===== src/design/pit_pkg.sv =====
// shared types and constants for the interval timer and fm snoop block
`timescale 1ns / 1ps
`default_nettype none

package pit_pkg;

    // shared divider geometry
    localparam int DIV_W = 25;   // widest numerator: 231 * tick sum + remainder
    localparam int DSR_W = 17;   // widest divisor: 65536
    localparam int CNT_W = 5;    // holds a step count up to DIV_W
    localparam int SUM_W = 17;   // tick counter plus elapsed ticks

    localparam logic [CNT_W-1:0] STEPS_TICK = CNT_W'(SUM_W);

    // sample clock ratio
    localparam logic [7:0]       SMP_MUL = 8'd231;
    localparam logic [DSR_W-1:0] SMP_DIV = 17'd6250;

    // divide by 6250 as (x >> 1) / 3125: ceil(2^36 / 3125), exact below 2^25
    localparam int                RECIP_W   = 25;
    localparam int                SMP_SHIFT = 36;
    localparam logic [RECIP_W-1:0] SMP_RECIP = 25'd21990233;

    // result saturation
    localparam logic [16:0] IRQ_MAX = 17'h1FFFF;
    localparam logic [28:0] ADD_MAX = 29'h1FFFFFFF;

    // i/o ports
    localparam logic [15:0] PORT_PIT_DATA0 = 16'h0040;
    localparam logic [15:0] PORT_PIT_CTRL  = 16'h0043;
    localparam logic [15:0] PORT_FM_SB     = 16'h0220;
    localparam logic [15:0] PORT_FM_SB2    = 16'h0228;
    localparam logic [15:0] PORT_FM_ADLIB  = 16'h0388;

    // control word fields
    localparam logic [7:0] CW_SEL_MASK = 8'hC0;
    localparam logic [7:0] CW_RW_MASK  = 8'h30;

    // item and result codes
    localparam logic OP_PORT_WRITE = 1'b0;
    localparam logic OP_ADVANCE    = 1'b1;
    localparam logic KIND_TIMER    = 1'b0;
    localparam logic KIND_FM       = 1'b1;

    typedef struct packed {
        logic             start;
        logic [DIV_W-1:0] dividend;
        logic [DSR_W-1:0] divisor;
        logic [CNT_W-1:0] steps;
    } t_div_req;

    typedef struct packed {
        logic             done;
        logic [DIV_W-1:0] quo;
        logic [DSR_W-1:0] rem;
    } t_div_rsp;

endpackage

`default_nettype wire


===== src/design/pit_div.sv =====
// restoring divider, one quotient bit per cycle
`timescale 1ns / 1ps
`default_nettype none

module pit_div (
    input  wire logic              i_clk,
    input  wire logic              i_rst_n,
    input  wire pit_pkg::t_div_req i_req,
    output pit_pkg::t_div_rsp      o_rsp
);

    logic [pit_pkg::DIV_W-1:0] r_quo, n_quo;
    logic [pit_pkg::DSR_W-1:0] r_rem, n_rem;
    logic [pit_pkg::DSR_W-1:0] r_divisor, n_divisor;
    logic [pit_pkg::CNT_W-1:0] r_cnt, n_cnt;
    logic                      r_done, n_done;

    logic [pit_pkg::DSR_W:0]   w_wide;
    logic [pit_pkg::DSR_W:0]   w_diff;

    // partial remainder with the next dividend bit shifted in
    assign w_wide = {r_rem, r_quo[pit_pkg::DIV_W-1]};
    assign w_diff = w_wide - {1'b0, r_divisor};

    always_comb begin
        n_quo     = r_quo;
        n_rem     = r_rem;
        n_divisor = r_divisor;
        n_cnt     = r_cnt;
        n_done    = 1'b0;
        if (i_req.start) begin
            // left-align the dividend so its top bit goes first
            n_quo     = i_req.dividend << (pit_pkg::CNT_W'(pit_pkg::DIV_W) - i_req.steps);
            n_rem     = '0;
            n_divisor = i_req.divisor;
            n_cnt     = i_req.steps;
        end else if (r_cnt != '0) begin
            if (!w_diff[pit_pkg::DSR_W]) begin
                n_rem = w_diff[pit_pkg::DSR_W-1:0];
                n_quo = {r_quo[pit_pkg::DIV_W-2:0], 1'b1};
            end else begin
                n_rem = w_wide[pit_pkg::DSR_W-1:0];
                n_quo = {r_quo[pit_pkg::DIV_W-2:0], 1'b0};
            end
            n_cnt  = r_cnt - 1'b1;
            n_done = (r_cnt == pit_pkg::CNT_W'(1));
        end
    end

    always_ff @(posedge i_clk) begin
        if (!i_rst_n) begin
            r_cnt  <= '0;
            r_done <= 1'b0;
        end else begin
            r_cnt  <= n_cnt;
            r_done <= n_done;
        end
        r_quo     <= n_quo;
        r_rem     <= n_rem;
        r_divisor <= n_divisor;
    end

    assign o_rsp.done = r_done;
    assign o_rsp.quo  = r_quo;
    assign o_rsp.rem  = r_rem;

endmodule

`default_nettype wire


===== src/design/pit_timer_irq_sample_clock.sv =====
// top level: emulated timer channel 0 with fm port snoop and sample clock
// usage:
//   input channel (i_valid / o_stall) carries one transaction per item: a port
//   write (i_op = 0, i_port, i_wdata) or a timer advance (i_op = 1, i_ticks)
//   output channel (o_valid / i_stall) carries at most one result per item
// timing:
//   an fm port write places its result in the output register at the
//   accepting edge
//   a timer advance holds the input through a start, 17 divider steps for
//   tick sum / divider, taking the quotient, a multiply, a reciprocal
//   multiply for / 6250 and writing the result once the output register is free
//   no new transaction is taken while an advance is in flight
// stall:
//   a result waits in the output register while i_stall is high; the input
//   side is stalled only while that register is full and held, or while an
//   advance runs, so nothing is lost or repeated
// reset:
//   synchronous, active low; divider returns to 1 (zero means 65536), tick
//   counter, sample remainder, sample position and fm register latch clear
`timescale 1ns / 1ps
`default_nettype none

module pit_timer_irq_sample_clock #(
    parameter int TICK_WIDTH = 16
) (
    input  wire logic        i_clk,
    input  wire logic        i_rst_n,
    // input channel
    input  wire logic        i_valid,
    output logic             o_stall,
    input  wire logic        i_op,
    input  wire logic [15:0] i_port,
    input  wire logic [7:0]  i_wdata,
    input  wire logic [15:0] i_ticks,
    // output channel
    output logic             o_valid,
    input  wire logic        i_stall,
    output logic             o_kind,
    output logic [16:0]      o_irq_count,
    output logic [28:0]      o_samples_added,
    output logic [31:0]      o_sample_position,
    output logic             o_fm_is_data,
    output logic [7:0]       o_fm_reg,
    output logic [7:0]       o_fm_value
);

    // only the low tick bits count, and the port carries 16 of them
    localparam int TK_W = (TICK_WIDTH < 16) ? TICK_WIDTH : 16;
    localparam logic [15:0] TICK_MASK = 16'((64'd1 << TK_W) - 64'd1);
    localparam int PROD_W = pit_pkg::DIV_W - 1 + pit_pkg::RECIP_W;

    typedef enum logic [2:0] {
        S_IDLE,
        S_DIV_TICK,
        S_MUL,
        S_DIV_SMP,
        S_OUT
    } t_state;

    typedef enum logic [1:0] {
        LD_IDLE,
        LD_LOW,
        LD_HIGH
    } t_load;

    t_state r_state, n_state;
    t_load  r_load, n_load;

    // timer and sample clock state
    logic [15:0] r_divider, n_divider;
    logic [16:0] r_tick_cnt, n_tick_cnt;
    logic [12:0] r_smp_rem, n_smp_rem;
    logic [31:0] r_smp_total, n_smp_total;
    logic [7:0]  r_fm_latch, n_fm_latch;

    // advance working registers
    logic [pit_pkg::SUM_W-1:0] r_sum, n_sum;
    logic [16:0]               r_irqs, n_irqs;
    logic [pit_pkg::DIV_W-1:0] r_smp_num, n_smp_num;
    logic [28:0]               r_added, n_added;

    // output register
    logic        r_out_valid, n_out_valid;
    logic        r_kind, n_kind;
    logic [16:0] r_irq_out, n_irq_out;
    logic [28:0] r_add_out, n_add_out;
    logic        r_fm_data, n_fm_data;
    logic [7:0]  r_fm_reg, n_fm_reg;
    logic [7:0]  r_fm_val, n_fm_val;

    pit_pkg::t_div_req w_req;
    pit_pkg::t_div_rsp w_rsp;

    logic                      w_in_acc;
    logic                      w_slot_free;
    logic [pit_pkg::DSR_W-1:0] w_eff_div;
    logic [pit_pkg::SUM_W-1:0] w_new_sum;
    logic [pit_pkg::DIV_W-1:0] w_smp_num;
    logic [PROD_W-1:0]         w_recip_prod;
    logic [pit_pkg::DIV_W-1:0] w_rem_full;
    logic                      w_arm;
    logic                      w_fm_port;

    assign w_slot_free = !r_out_valid || !i_stall;
    assign o_stall     = (r_state != S_IDLE) || (r_out_valid && i_stall);
    assign w_in_acc    = i_valid && !o_stall;

    // zero divider counts as 65536
    assign w_eff_div = (r_divider == '0) ? 17'h10000 : {1'b0, r_divider};
    assign w_new_sum = r_tick_cnt + {1'b0, i_ticks & TICK_MASK};

    // divider times irqs equals the consumed part of the tick sum
    assign w_smp_num = pit_pkg::DIV_W'(r_sum - r_tick_cnt) * pit_pkg::DIV_W'(pit_pkg::SMP_MUL)
                     + pit_pkg::DIV_W'(r_smp_rem);

    // samples = (num >> 1) / 3125 by reciprocal multiply, 24 by 25 bits
    assign w_recip_prod = PROD_W'(r_smp_num[pit_pkg::DIV_W-1:1])
                        * PROD_W'(pit_pkg::SMP_RECIP);

    // carried remainder: num - samples * 6250, always below 6250
    assign w_rem_full = r_smp_num
                      - pit_pkg::DIV_W'(r_added[12:0]) * pit_pkg::DIV_W'(pit_pkg::SMP_DIV);

    // control word: counter 0, low then high byte, binary
    assign w_arm = ((i_wdata & pit_pkg::CW_SEL_MASK) == 8'h00)
                && ((i_wdata & pit_pkg::CW_RW_MASK) == pit_pkg::CW_RW_MASK)
                && !i_wdata[0];

    assign w_fm_port = {i_port[15:1], 1'b0} inside
                       {pit_pkg::PORT_FM_SB, pit_pkg::PORT_FM_SB2, pit_pkg::PORT_FM_ADLIB};

    pit_div u_div (
        .i_clk   (i_clk),
        .i_rst_n (i_rst_n),
        .i_req   (w_req),
        .o_rsp   (w_rsp)
    );

    always_comb begin
        n_state     = r_state;
        n_load      = r_load;
        n_divider   = r_divider;
        n_tick_cnt  = r_tick_cnt;
        n_smp_rem   = r_smp_rem;
        n_smp_total = r_smp_total;
        n_fm_latch  = r_fm_latch;
        n_sum       = r_sum;
        n_irqs      = r_irqs;
        n_smp_num   = r_smp_num;
        n_added     = r_added;
        n_out_valid = r_out_valid && i_stall;
        n_kind      = r_kind;
        n_irq_out   = r_irq_out;
        n_add_out   = r_add_out;
        n_fm_data   = r_fm_data;
        n_fm_reg    = r_fm_reg;
        n_fm_val    = r_fm_val;

        w_req.start    = 1'b0;
        w_req.dividend = pit_pkg::DIV_W'(w_new_sum);
        w_req.divisor  = w_eff_div;
        w_req.steps    = pit_pkg::STEPS_TICK;

        case (r_state)
            S_IDLE: begin
                if (w_in_acc) begin
                    if (i_op == pit_pkg::OP_ADVANCE) begin
                        // tick sum / divider on the divider unit
                        n_sum       = w_new_sum;
                        w_req.start = 1'b1;
                        n_state     = S_DIV_TICK;
                    end else if (i_port == pit_pkg::PORT_PIT_DATA0) begin
                        case (r_load)
                            LD_LOW: begin
                                n_divider = {r_divider[15:8], i_wdata};
                                n_load    = LD_HIGH;
                            end
                            LD_HIGH: begin
                                n_divider = {i_wdata, r_divider[7:0]};
                                n_load    = LD_IDLE;
                            end
                            default: begin
                                n_load = r_load;
                            end
                        endcase
                    end else if (i_port == pit_pkg::PORT_PIT_CTRL) begin
                        if (w_arm) begin
                            n_load = LD_LOW;
                        end
                    end else if (w_fm_port) begin
                        n_out_valid = 1'b1;
                        n_kind      = pit_pkg::KIND_FM;
                        n_irq_out   = '0;
                        n_add_out   = '0;
                        n_fm_val    = i_wdata;
                        n_fm_data   = i_port[0];
                        if (i_port[0]) begin
                            // data port reports the latch, then clears it
                            n_fm_reg   = r_fm_latch;
                            n_fm_latch = '0;
                        end else begin
                            n_fm_reg   = i_wdata;
                            n_fm_latch = i_wdata;
                        end
                    end
                end
            end
            S_DIV_TICK: begin
                if (w_rsp.done) begin
                    n_irqs     = (w_rsp.quo[pit_pkg::DIV_W-1:17] != '0)
                               ? pit_pkg::IRQ_MAX : w_rsp.quo[16:0];
                    n_tick_cnt = w_rsp.rem;
                    n_state    = S_MUL;
                end
            end
            S_MUL: begin
                // sample numerator with the carried remainder
                n_smp_num = w_smp_num;
                n_state   = S_DIV_SMP;
            end
            S_DIV_SMP: begin
                n_added = 29'(w_recip_prod[pit_pkg::SMP_SHIFT +: 13]);
                n_state = S_OUT;
            end
            S_OUT: begin
                if (w_slot_free) begin
                    n_smp_rem   = w_rem_full[12:0];
                    n_smp_total = r_smp_total + 32'(r_added);
                    n_out_valid = 1'b1;
                    n_kind      = pit_pkg::KIND_TIMER;
                    n_irq_out   = r_irqs;
                    n_add_out   = (r_added > pit_pkg::ADD_MAX) ? pit_pkg::ADD_MAX : r_added;
                    n_fm_data   = 1'b0;
                    n_fm_reg    = '0;
                    n_fm_val    = '0;
                    n_state     = S_IDLE;
                end
            end
            default: begin
                n_state = S_IDLE;
            end
        endcase
    end

    always_ff @(posedge i_clk) begin
        if (!i_rst_n) begin
            r_state     <= S_IDLE;
            r_load      <= LD_IDLE;
            r_divider   <= 16'd1;
            r_tick_cnt  <= '0;
            r_smp_rem   <= '0;
            r_smp_total <= '0;
            r_fm_latch  <= '0;
            r_out_valid <= 1'b0;
        end else begin
            r_state     <= n_state;
            r_load      <= n_load;
            r_divider   <= n_divider;
            r_tick_cnt  <= n_tick_cnt;
            r_smp_rem   <= n_smp_rem;
            r_smp_total <= n_smp_total;
            r_fm_latch  <= n_fm_latch;
            r_out_valid <= n_out_valid;
        end
        r_sum     <= n_sum;
        r_irqs    <= n_irqs;
        r_smp_num <= n_smp_num;
        r_added   <= n_added;
        r_kind    <= n_kind;
        r_irq_out <= n_irq_out;
        r_add_out <= n_add_out;
        r_fm_data <= n_fm_data;
        r_fm_reg  <= n_fm_reg;
        r_fm_val  <= n_fm_val;
    end

    // sample position only moves when a result is written, so it tracks the output
    assign o_valid           = r_out_valid;
    assign o_kind            = r_kind;
    assign o_irq_count       = r_irq_out;
    assign o_samples_added   = r_add_out;
    assign o_sample_position = r_smp_total;
    assign o_fm_is_data      = r_fm_data;
    assign o_fm_reg          = r_fm_reg;
    assign o_fm_value        = r_fm_val;

endmodule

`default_nettype wire


===== config.mk =====
export PLATFORM = sky130hd
export DESIGN_NAME = pit_timer_irq_sample_clock
export DESIGN_NICKNAME = d
export VERILOG_FILES = /design/src/design/pit_pkg.sv /design/src/design/pit_div.sv /design/src/design/pit_timer_irq_sample_clock.sv
export SDC_FILE = /design/constraint.sdc
export NUM_CORES = 1
export LEC_CHECK = 0
export BUFFER_PORTS_ARGS = -buffer_cell sky130_fd_sc_hd__buf_2
export CELL_PAD_IN_SITES_DETAIL_PLACEMENT = 1
export CELL_PAD_IN_SITES_GLOBAL_PLACEMENT = 1
export CORE_MARGIN = 2
export CORE_UTILIZATION = 40
export CTS_CLUSTER_SIZE = 24
export DETAILED_ROUTE_END_ITERATION = 8
export PLACE_DENSITY_LB_ADDON = 0.1
export REMOVE_ABC_BUFFERS = 1
export SLEW_MARGIN = 5
export SYNTH_ARGS = -nofsm -noshare
export SYNTH_HDL_FRONTEND = slang
export SYNTH_SLANG_ARGS = --single-unit

===== constraint.sdc =====
create_clock -name i_clk -period 19.47 [get_ports i_clk]
set_input_delay 3.894 -clock i_clk [delete_from_list [all_inputs] [get_ports i_clk]]
set_output_delay 3.894 -clock i_clk [all_outputs]
set_load 0.03 [all_outputs]

### Word-level counts from Yosys, hierarchy flattened

Cells that the tools add are included.

* bits in registers: 293
* input port bits: 45

* $add $sub $neg: 7
* multipliers: 3
* $lt $le $gt $ge: 1
* eq/ne operators: 22
* multiplexer cells: 70
* bitwise operators: 7
* reductions and logical operators: 32

Operators by type and width (count)
* two-way mux 29 bit: 7
* two-way mux 17 bit: 8
* two-way mux 8 bit: 13
* one-hot mux 29 bit (2 select lines): 1
* two-way mux 25 bit: 2
* multiplier 24 x 25 -> 49 bit, second input constant: 1
* equality test 15 x 9 -> 1 bit, second input constant: 3
* one-hot mux 17 bit (2 select lines): 1
* adder 32 x 13 -> 32 bit: 1
* equality test 16 x 7 -> 1 bit, second input constant: 2
* one-hot mux 16 bit (2 select lines): 1
* one-hot mux 8 bit (2 select lines): 2
* greater-than comparator 13 x 29 -> 1 bit, second input constant: 1
* adder 25 x 13 -> 25 bit: 1
* multiplier 18 x 9 -> 25 bit, second input constant: 1
* AND reduction 6 bit: 4
* two-way mux 1 bit: 21
* subtractor 17 x 17 -> 18 bit: 1
* subtractor 18 x 17 -> 18 bit: 1
* adder 17 x 16 -> 17 bit: 1
* zero test 16 bit: 1
* one-hot mux 3 bit (5 select lines): 1
* != test 2 bit, second input constant: 7
* multiplier 13 x 12 -> 12 bit, second input constant: 1
* other kinds (31): 59

### Depth between registers and ports, before layout

* word-level depth: 8
* gate-level depth with buffers: 31

### Modules after synthesis

From an unflattened synthesis, not the netlist that was laid out.

* cells, all modules: 2988
* area total of the unflattened synthesis: 29523.3 um^2

By module, submodules not included
* pit_timer_irq_sample_clock: instances 1, cells each 2472, area an instance 24735.0 um^2, sequential area each 5445.2 um^2
* pit_div: instances 1, cells each 516, area an instance 4788.3 um^2, sequential area each 1721.7 um^2

### Worst setup path after synthesis

No wires, ideal clock.

* path type: input port to output port
* from: in i_stall
* to: out o_stall
* arrival: 4.385 ns
* required time: 15.576 ns
* setup slack: 11.191 ns
* cell stages on the path: 4
* cell sequence: nand2_1 > nand2_1 > nor2_1 > inv_1

* word-level cells in the longest chain between the ends: 2

RTL lines
* start: declaration: line pit_timer_irq_sample_clock.sv:37 `input wire logic i_stall,`
* logical AND 1 bit: line pit_timer_irq_sample_clock.sv:105 `assign o_stall = (r_state != S_IDLE) || (r_out_valid && i_stall);`
* logical OR 1 bit: line pit_timer_irq_sample_clock.sv:105
* end: declaration: line pit_timer_irq_sample_clock.sv:30 `output logic o_stall,`

No other way between the ends.

### Worst setup path after layout

Same ends and word-level chain as after synthesis.

==> flow_metrics.py <==
metrics = {
    "run_status": {
        "result_of_the_run": "finished clean",
    },
    "cts": {
        "clock_tree.htree_level_count": 2,
        "post_cts.resized_instances": 0,
        "ctsLongestPathBuffers": 3,
        "cts_root_buf": "clkbuf_16",
        "cts_inserted_buffers": 34,
        "post_cts_buffers": 0,
        "clk_pin_slew_worst_paths_ns": 0.06,
        "cts_tree": "built",
        "cts-hold-fix-buffers": 0,
        "clock_insertion_delay_at_the_later_pin_of_the_skew_report_ns": 0.56,
        "clock_sinks": 277,
    },
    "global_route": {
        "grt_antenna_before_repair": 2,
        "track_usage_pct": 20.0,
        "grt_first_pass_wirelength_um": 116000,
        "first_global_vias": 21719,
        "grt_max_degree": 59,
        "overflow": 0,
    },
    "min_path": {
        "worst_hold_path.num_cells": 2,
        "worstHoldPathType": "flip-flop to flip-flop",
        "worstHoldStart": "u_div.r_quo[4]",
        "worstHoldEndpoint": "u_div.r_quo[5]",
    },
    "floorplan": {
        "die_w_um": 270,
        "fp.dieH_um": 270,
        "rows": 97,
        "ios": 143,
        "core-area_sq_um": 69900,
        "area_of_the_die_sq_um": 72700,
        "start_util_pct": 40.4,
    },
    "sta": {
        "slew_viol_final": 0,
        "post-route-min-period_ns": 8.70,
        "rsz_0062_raised_after_global_routing": "false",
        "finClkSkew_ns": 0.0498,
        "timing_hold_violations_final": 0,
        "finalSetupViolations": 0,
        "whs_ns": 0.456,
        "totalNegativeSetupSlack_ns": 0,
        "fmaxAchievable_mhz": 115,
        "worst_slew_pin_slew_ns": 0.959,
        "max-slew-margin-rel_pct": 36.1,
        "period_share_pct": 44.7,
    },
    "synthesis": {
        "syn-mean-instance-area_sq_um": 10.1,
        "synth_async_sr_flop_share_pct": 0,
        "post_synth_instance_area_sq_um": 28200,
        "synth_seq_area_share_pct": 25.1,
        "post_synth_num_cell_types": 84,
        "synth-edff-count": 154,
        "yosys.area.top_type_share_pct": 20.8,
        "synth_flop_cell": "edfxtp_1",
        "synth.ff_latch_count": 277,
        "syn-instance-count": 2796,
        "synth_largest_area_cell": "fa_1",
        "ys_top_cells_by_count": "inv_1 (561), ha_1 (458), fa_1 (293), nand2_1 (168), edfxtp_1 (154)",
        "synth.yosys.warnings": 0,
        "most_common_cell_in_the_synthesized_netlist": "inv_1",
        "synthTopCellsByArea": "fa_1 (21%), ha_1 (20%), edfxtp_1 (16%), dfxtp_1 (8.7%), inv_1 (7.5%)",
    },
    "layout": {
        "finish.instance_area_sq_um": 31000,
        "largest_register_ffs": 32,
        "post_route_cells_drive_above_1_share_pct": 8.70,
        "net_count_of_the_finished_layout": 3702,
        "synthToLayoutAreaGrowth_pct": 9.65,
        "final.fill_count": 7896,
    },
    "drt": {
        "antenna_violating_nets_post_route": 0,
        "route.detailed.drc": 0,
        "final_wl_um": 70800,
        "avgViaCountPerCell": 4.98,
        "detail_route.first_pass.iterations": 4,
        "drtIter0Drc": 686,
        "drt-wirelength-per-cell_um": 18.3,
        "num_vias": 19272,
    },
    "worst_setup_path": {
        "cp-end-kind": "output port",
        "setup.reg_to_reg.worst_slack_ns": 11.73,
        "setup.worst_path.start_class": "input pin",
        "crit_type": "input pin to output port",
        "critical_path_at_ns": 4.80,
        "worst_ep_required_time_ns": 15.58,
        "crit_path_max_fanout": 4,
        "rr_endpoint": "r_smp_num[23]",
        "r2r_worst_path_depth": 28,
        "rr_startpoint": "r_sum[0]",
    },
    "pwr": {
        "report.power.total_mw": 5.63,
        "cellPowerDensity_nw_per_um2": 182,
        "total_leakage_power_nw": 14.9,
        "ir_drop_v": 0.000174,
    },
    "placement": {
        "hpwlAfterDp_um": 58900,
        "postPlaceCellArea_sq_um": 29800,
        "place_congestion": 0.867,
        "buffer_ports.inserted": 126,
    },
    "job": {
        "max_cap_violations": 0,
    },
}
[worst max path at each step]
stage                       start  endpoint  cells after the start
final                     i_stall   o_stall                      6
after global routing      i_stall   o_stall                      6
after CTS                 i_stall   o_stall                      6
after detailed placement  i_stall   o_stall                      6
after global placement    i_stall   o_stall                      6
after floorplan           i_stall   o_stall                      4
[logic make-up after synthesis]
| group | count (synthesis) | share of synthesized area [%] |
|---|---|---|
| AND/OR/NAND/NOR | 563 | 10.1 |
| buffers and inverters | 645 | 8.83 |
| multiplexers | 41 | 1.49 |
| other | 1 | 0.0133 |
| adder cells (fa/ha/maj) | 752 | 41.1 |
| XOR/XNOR | 143 | 4.53 |
| AO/OA/AOI/OAI | 374 | 8.87 |
| flip-flops | 277 | 25.1 |
[routing by layer]
layer	global-route usage [%]	vias to the layer above	part of all wire (%)	wire [um]
met3	2.10	91	2.7	1910
met1	25.0	9663	44	31200
met2	36.4	175	51	35800
met4	5.67	0	2.6	1860
met5	0	-	0	0
li1	-	9343	-	-
[final cells by class]
class,count,area (sq um),share of cell area [%]
clock inverter,22,236,0.764
antenna,1,2.50,0.00808
sequential,277,7090,22.9
clock buffer,40,883,2.85
timing repair buffer,140,736,2.38
inverter,563,2110,6.82
tap,940,1180,3.80
multi-input combinational,1890,18700,60.5
[layout by cell type (no fill, tap or decap), types with 43 or more instances in the layout]
master	n
inv_1	560
xor2_1	46
buf_2	126
and2_1	47
o21ai_0	82
dfxtp_1	123
edfxtp_1	154
fa_1	293
nand2_1	168
nor2b_1	48
a21oi_1	91
and3_1	48
a21boi_0	43
nor2_1	89
xnor2_1	95
ha_1	458
[per-stage QoR]
stage	util [%]	setup slack [ns]	instances
after CTS	44.3	10.77	3872
after global placement	42.7	10.79	3810
after floorplan	-	11.16	2730
final	44.3	10.77	3873
after global routing	44.3	10.68	3872
after detailed placement	42.7	10.77	3810
[critical path: stages]
cell and delay (ns):
buf_2 0.11, nand2_1 0.11, nand2_1 0.17, nor2_1 0.27, inv_1 0.07, buf_2 0.18
[power breakdown]
group          total [mW]  leakage [nW]  switching, mW  internal, mW
clock               0.640         0.532          0.270         0.370
combinational        4.10          11.9           2.29          1.81
sequential          0.886          2.43         0.0569         0.829
Power figures use the tool's default switching activity.
